<file path="src/rtl/core/lru_kvc_pkg.sv">
package lru_kvc_pkg;

  // Geometry
  localparam int DEPTH       = 64;
  localparam int KEY_BITS    = 32;
  localparam int VALUE_BITS  = 32;
  localparam int IDX_BITS    = (DEPTH > 1) ? $clog2(DEPTH) : 1;
  localparam int CNT_BITS    = $clog2(DEPTH + 1);

  // Capacity register
  localparam int CAP_BITS    = 7;
  localparam logic [CAP_BITS-1:0] CAP_RESET = CAP_BITS'(64);

  // Input queue
  localparam int QUEUE_DEPTH = 2;
  localparam int QPTR_BITS   = (QUEUE_DEPTH > 1) ? $clog2(QUEUE_DEPTH) : 1;
  localparam int QCNT_BITS   = $clog2(QUEUE_DEPTH + 1);

  // Operation codes
  localparam logic OP_GET = 1'b0;
  localparam logic OP_SET = 1'b1;

  typedef struct packed {
    logic                  op;
    logic [KEY_BITS-1:0]   lookup_key;
    logic [VALUE_BITS-1:0] write_value;
  } in_word_t;

  typedef struct packed {
    logic                  hit;
    logic [VALUE_BITS-1:0] read_value;
  } out_word_t;

  // Head of the input queue as seen by the execute side
  typedef struct packed {
    logic     valid;
    in_word_t word;
  } q_head_t;

  // Index of the set bit in a one-hot (or zero) entry vector
  function automatic logic [IDX_BITS-1:0] onehot_to_idx(input logic [DEPTH-1:0] oh);
    logic [IDX_BITS-1:0] idx;
    idx = '0;
    for (int i = 0; i < DEPTH; i++) begin
      if (oh[i]) begin
        idx = idx | IDX_BITS'(i);
      end
    end
    return idx;
  endfunction

endpackage

</file>
<file path="src/rtl/core/lru_kvc_front.sv">
module lru_kvc_front (
  input  logic                  clk,
  input  logic                  rst,
  input  logic                  in_valid,
  output logic                  in_stall,
  input  lru_kvc_pkg::in_word_t in_data,
  input  logic                  pop,
  output lru_kvc_pkg::q_head_t  head
);
  import lru_kvc_pkg::*;

  in_word_t             slot_q [QUEUE_DEPTH];
  logic [QPTR_BITS-1:0] wr_ptr;
  logic [QPTR_BITS-1:0] rd_ptr;
  logic [QCNT_BITS-1:0] count;
  logic                 push;
  logic                 pop_ok;

  // Stall only on a full queue
  assign in_stall = (count == QCNT_BITS'(QUEUE_DEPTH));
  assign push     = in_valid && !in_stall;
  assign pop_ok   = pop && (count != '0);

  assign head.valid = (count != '0);
  assign head.word  = slot_q[rd_ptr];

  // Pointers and fill count
  always_ff @(posedge clk) begin
    if (rst) begin
      wr_ptr <= '0;
      rd_ptr <= '0;
      count  <= '0;
    end else begin
      if (push) begin
        wr_ptr <= (wr_ptr == QPTR_BITS'(QUEUE_DEPTH - 1)) ? '0 : wr_ptr + 1'b1;
      end
      if (pop_ok) begin
        rd_ptr <= (rd_ptr == QPTR_BITS'(QUEUE_DEPTH - 1)) ? '0 : rd_ptr + 1'b1;
      end
      case ({push, pop_ok})
        2'b10:   count <= count + 1'b1;
        2'b01:   count <= count - 1'b1;
        default: count <= count;
      endcase
    end
  end

  // Queue storage
  always_ff @(posedge clk) begin
    if (push) begin
      slot_q[wr_ptr] <= in_data;
    end
  end

endmodule

</file>
<file path="config.mk">
export PLATFORM = sky130hd
export DESIGN_NAME = lru_kvc_front
export DESIGN_NICKNAME = d
export VERILOG_FILES = /design/src/rtl/core/lru_kvc_pkg.sv /design/src/rtl/core/lru_kvc_front.sv
export SDC_FILE = /design/constraint.sdc
export NUM_CORES = 1
export LEC_CHECK = 0
export ABC_CLOCK_PERIOD_IN_PS = 3250
export BUFFER_PORTS_ARGS = -buffer_cell sky130_fd_sc_hd__buf_2
export CAP_MARGIN = 10
export CORE_ASPECT_RATIO = 1.4
export CORE_MARGIN = 2
export CORE_UTILIZATION = 52
export DETAILED_ROUTE_END_ITERATION = 8
export GPL_ROUTABILITY_DRIVEN = 0
export PLACE_DENSITY = 0.83
export SLEW_MARGIN = 5
export SYNTH_ARGS = -nofsm -noshare
export SYNTH_HDL_FRONTEND = slang
export SYNTH_SLANG_ARGS = --single-unit
export TNS_END_PERCENT = 10
</file>
<file path="constraint.sdc">
create_clock -name clk -period 3.25 [get_ports clk]
set_input_delay 0 -clock clk [delete_from_list [all_inputs] [get_ports clk]]
set_output_delay 0 -clock clk [all_outputs]
set_load 0.01 [all_outputs]
</file>
==> flow_summary.ini <==
[outcome]
status = finished clean

[logic_synthesis]
synth_top_family_by_area = multiplexers
syn_inst = 228
synth_seq_area_share_pct = 81.8
synthMuxAreaShare_pct = 14.9
synthXorXnorAreaFrac_pct = 0.537
synth_compound_area_share_pct = 0.562
synth_top_area_cell = edfxtp_1
synth_area_leaders = edfxtp_1 (80%), mux2_2 (15%), dfxtp_1 (2.0%)
synth_top_area_share_pct = 79.7
synthFlopType = edfxtp_1
ys_types = 18
ys_ff_latch = 135
synthArstFlopShare_pct = 0
synth_area_per_cell_um2 = 21.5
synth_edf_count = 130
synth_warnings = 0
yosys.area_share.simple_pct = 0.996
synth_nets = 298
synthAdderAreaFrac_pct = 0.255
syn-cell-area_um2 = 4900

[grt]
grt_pass1_wl_mm = 15.0
antenna_found_initial = 2
grt_max_degree = 35
grt_pass1_vias = 3116
overflow = 0
grt_use_total_pct = 20.4

[routing]
wl_per_cell_um = 17.7
vias_per_cell = 5.03
firstDrtPassIters = 4
drtIter0Drc = 143
vias = 2850
antenna_left = 0
remaining_drc_errors = 0
drt_wl_total_mm = 10.0

[floorplan]
die_h_um = 119
fp-row-count = 41
die_w_um = 86.0
start_util_pct = 53.9
core_um2 = 9080
die_area_um2 = 10200
io-pin-count = 136

[sta]
hold_viol_final = 0
finalClockSkew_ns = 0.00657
fmax_mhz = 460
layout_setup_ws_ns = 1.08
worstMarginPinSlew_ns = 0.863
max_slew_margin_pct = 42.5
rsz0062_at_grt = false
tns_ns = 0
fin_crit_ns = 2.17
drv_slew = 0
setup_viol = 0
finalCritPeriodShare_pct = 66.8

[pwr]
leakagePower_nw = 2.71
ir_drop_mv = 0.618
power_density_nw_per_um2 = 806

[worst_setup_path]
start_kind = flop
crit_required_ns = 3.35
rr_worst_depth = 5
crit_type = reg -> reg
crit_path_end = slot_q[0][21]$_DFFE_PP_
r2r_start = count[0]$_SDFFE_PP0P_
end_kind = flop
worstReg2RegEnd = slot_q[0][21]$_DFFE_PP_
arrival_ns = 2.27
reg2reg_slack_ns = 1.08
cp_max_fo = 34
critPathLaunch = count[0]$_SDFFE_PP0P_

[place]
io_buffers = 135
pre_cts_ws_ns = 1.05
hpwl_mm = 5.77

[cts]
cts.sinks = 135
cts_max_level = 4
cts_made_buffers = 17
clockBufferDepth = 2
clock_latency_ns = 0.41
clk_pin_slew_ns = 0.06
tritoncts = done
cts_root_buf = clkbuf_16

[final_layout]
final_cell_mix = buf_2 (135), edfxtp_1 (130), dlygate4sd3_1 (66), mux2_2 (65), clkbuf_16 (17)
drive_above_1_share_pct = 51.5
multi_input_area_um2 = 848
final_common_cell = buf_2
syn2layout_area_growth_pct = 43.7
nNetsFinal = 515
regArea_um2 = 4010
num-fill-cells = 499

[flow_run]
drv_cap = 0

[min_path]
hold_path_class = in -> reg
[worst max-delay path: stages (launching register included)]
cell      delay, ns
dfxtp_1        0.41
nand2b_2       0.17
inv_2          0.04
or3_1          0.34
inv_2          0.57
buf_12         0.30
[layer usage]
metal	vias up	GRT usage [%]	share of wire [%]
met5	-	0	0
met3	24	6.79	4.9
met2	106	36.7	56
met4	0	10.2	3.3
met1	1382	20.5	36
li1	1338	-	-
[sequential cells by signal, summed over array words and instances, names as in the netlist, named ones only]
signal / count
rd_ptr: 1
wr_ptr: 1
count: 2
slot_q: 130
[Yosys cell counts, drive strengths merged, types with 2 or more instances]
master	instances
mux2	65
dfxtp	5
inv	3
edfxtp	130
buf	7
or3	2
xnor2	2
nor2	3
a21oi	2
o21ai	2
[per-stage QoR]
| step | instances | power (mW) | util, % | area (um2) | hold WS (ns) |
|---|---|---|---|---|---|
| finish | 567 | 5.67 | 77.5 | 7040 | 0.0308 |
| global route | 567 | 5.89 | 77.5 | 7040 | 0.0226 |
| CTS | 565 | 5.70 | 77.5 | 7030 | 0.0136 |
| detailed placement | 467 | 3.56 | 63.1 | 5730 | 0.191 |
| global placement | 467 | 3.52 | 63.1 | 5730 | 0.189 |
| floorplan | 228 | 3.09 | - | 4900 | 0.0691 |
[power breakdown]
part | switching [mW] | total (mW) | internal [mW]
Clock | 0.645 | 2.07 | 1.43
Sequential | 0.0940 | 2.30 | 2.20
Combinational | 0.661 | 1.30 | 0.642
Total | 1.40 | 5.67 | 4.27
[worst min-delay path by stage]
stage	start	to	slack [ns]	depth (start not counted)
finish	in_valid	wr_ptr$_SDFFE_PP0N_	0.03	4
global route	in_valid	wr_ptr$_SDFFE_PP0N_	0.02	4
CTS	in_valid	wr_ptr$_SDFFE_PP0N_	0.01	4
detailed placement	in_data[26]	slot_q[0][26]$_DFFE_PP_	0.19	1
global placement	in_data[35]	slot_q[1][35]$_DFFE_PP_	0.19	1
floorplan	rst	count[1]$_SDFFE_PP0P_	0.07	1
[logic make-up (layout without fill, tap and decap cells)]
group	count (synthesis)	after routing
AO/OA/AOI/OAI	5	5
buffers and inverters	10	240
AND/OR/NAND/NOR	9	9
adder cells (fa/ha/maj)	1	1
XOR/XNOR	3	3
multiplexers	65	65
other	0	2
flip-flops	135	135
[area by class of cell]
type | instances | area share (%)
repair buffers | 205 | 19.8
multi-input cells | 83 | 12.1
well taps | 107 | 1.90
flip-flops and latches | 135 | 56.9
diodes | 2 | 0.0711
clock inverters | 11 | 2.88
inverters | 3 | 0.160
clock buffers | 21 | 6.26
[repair_timing]
item,4_1_cts,5_1_grt
resized for setup,0,0
endpoints found under the hold margin,135,0
hold buffers,66,0
setup buffers,0,0
Power figures use the tool's default switching activity.
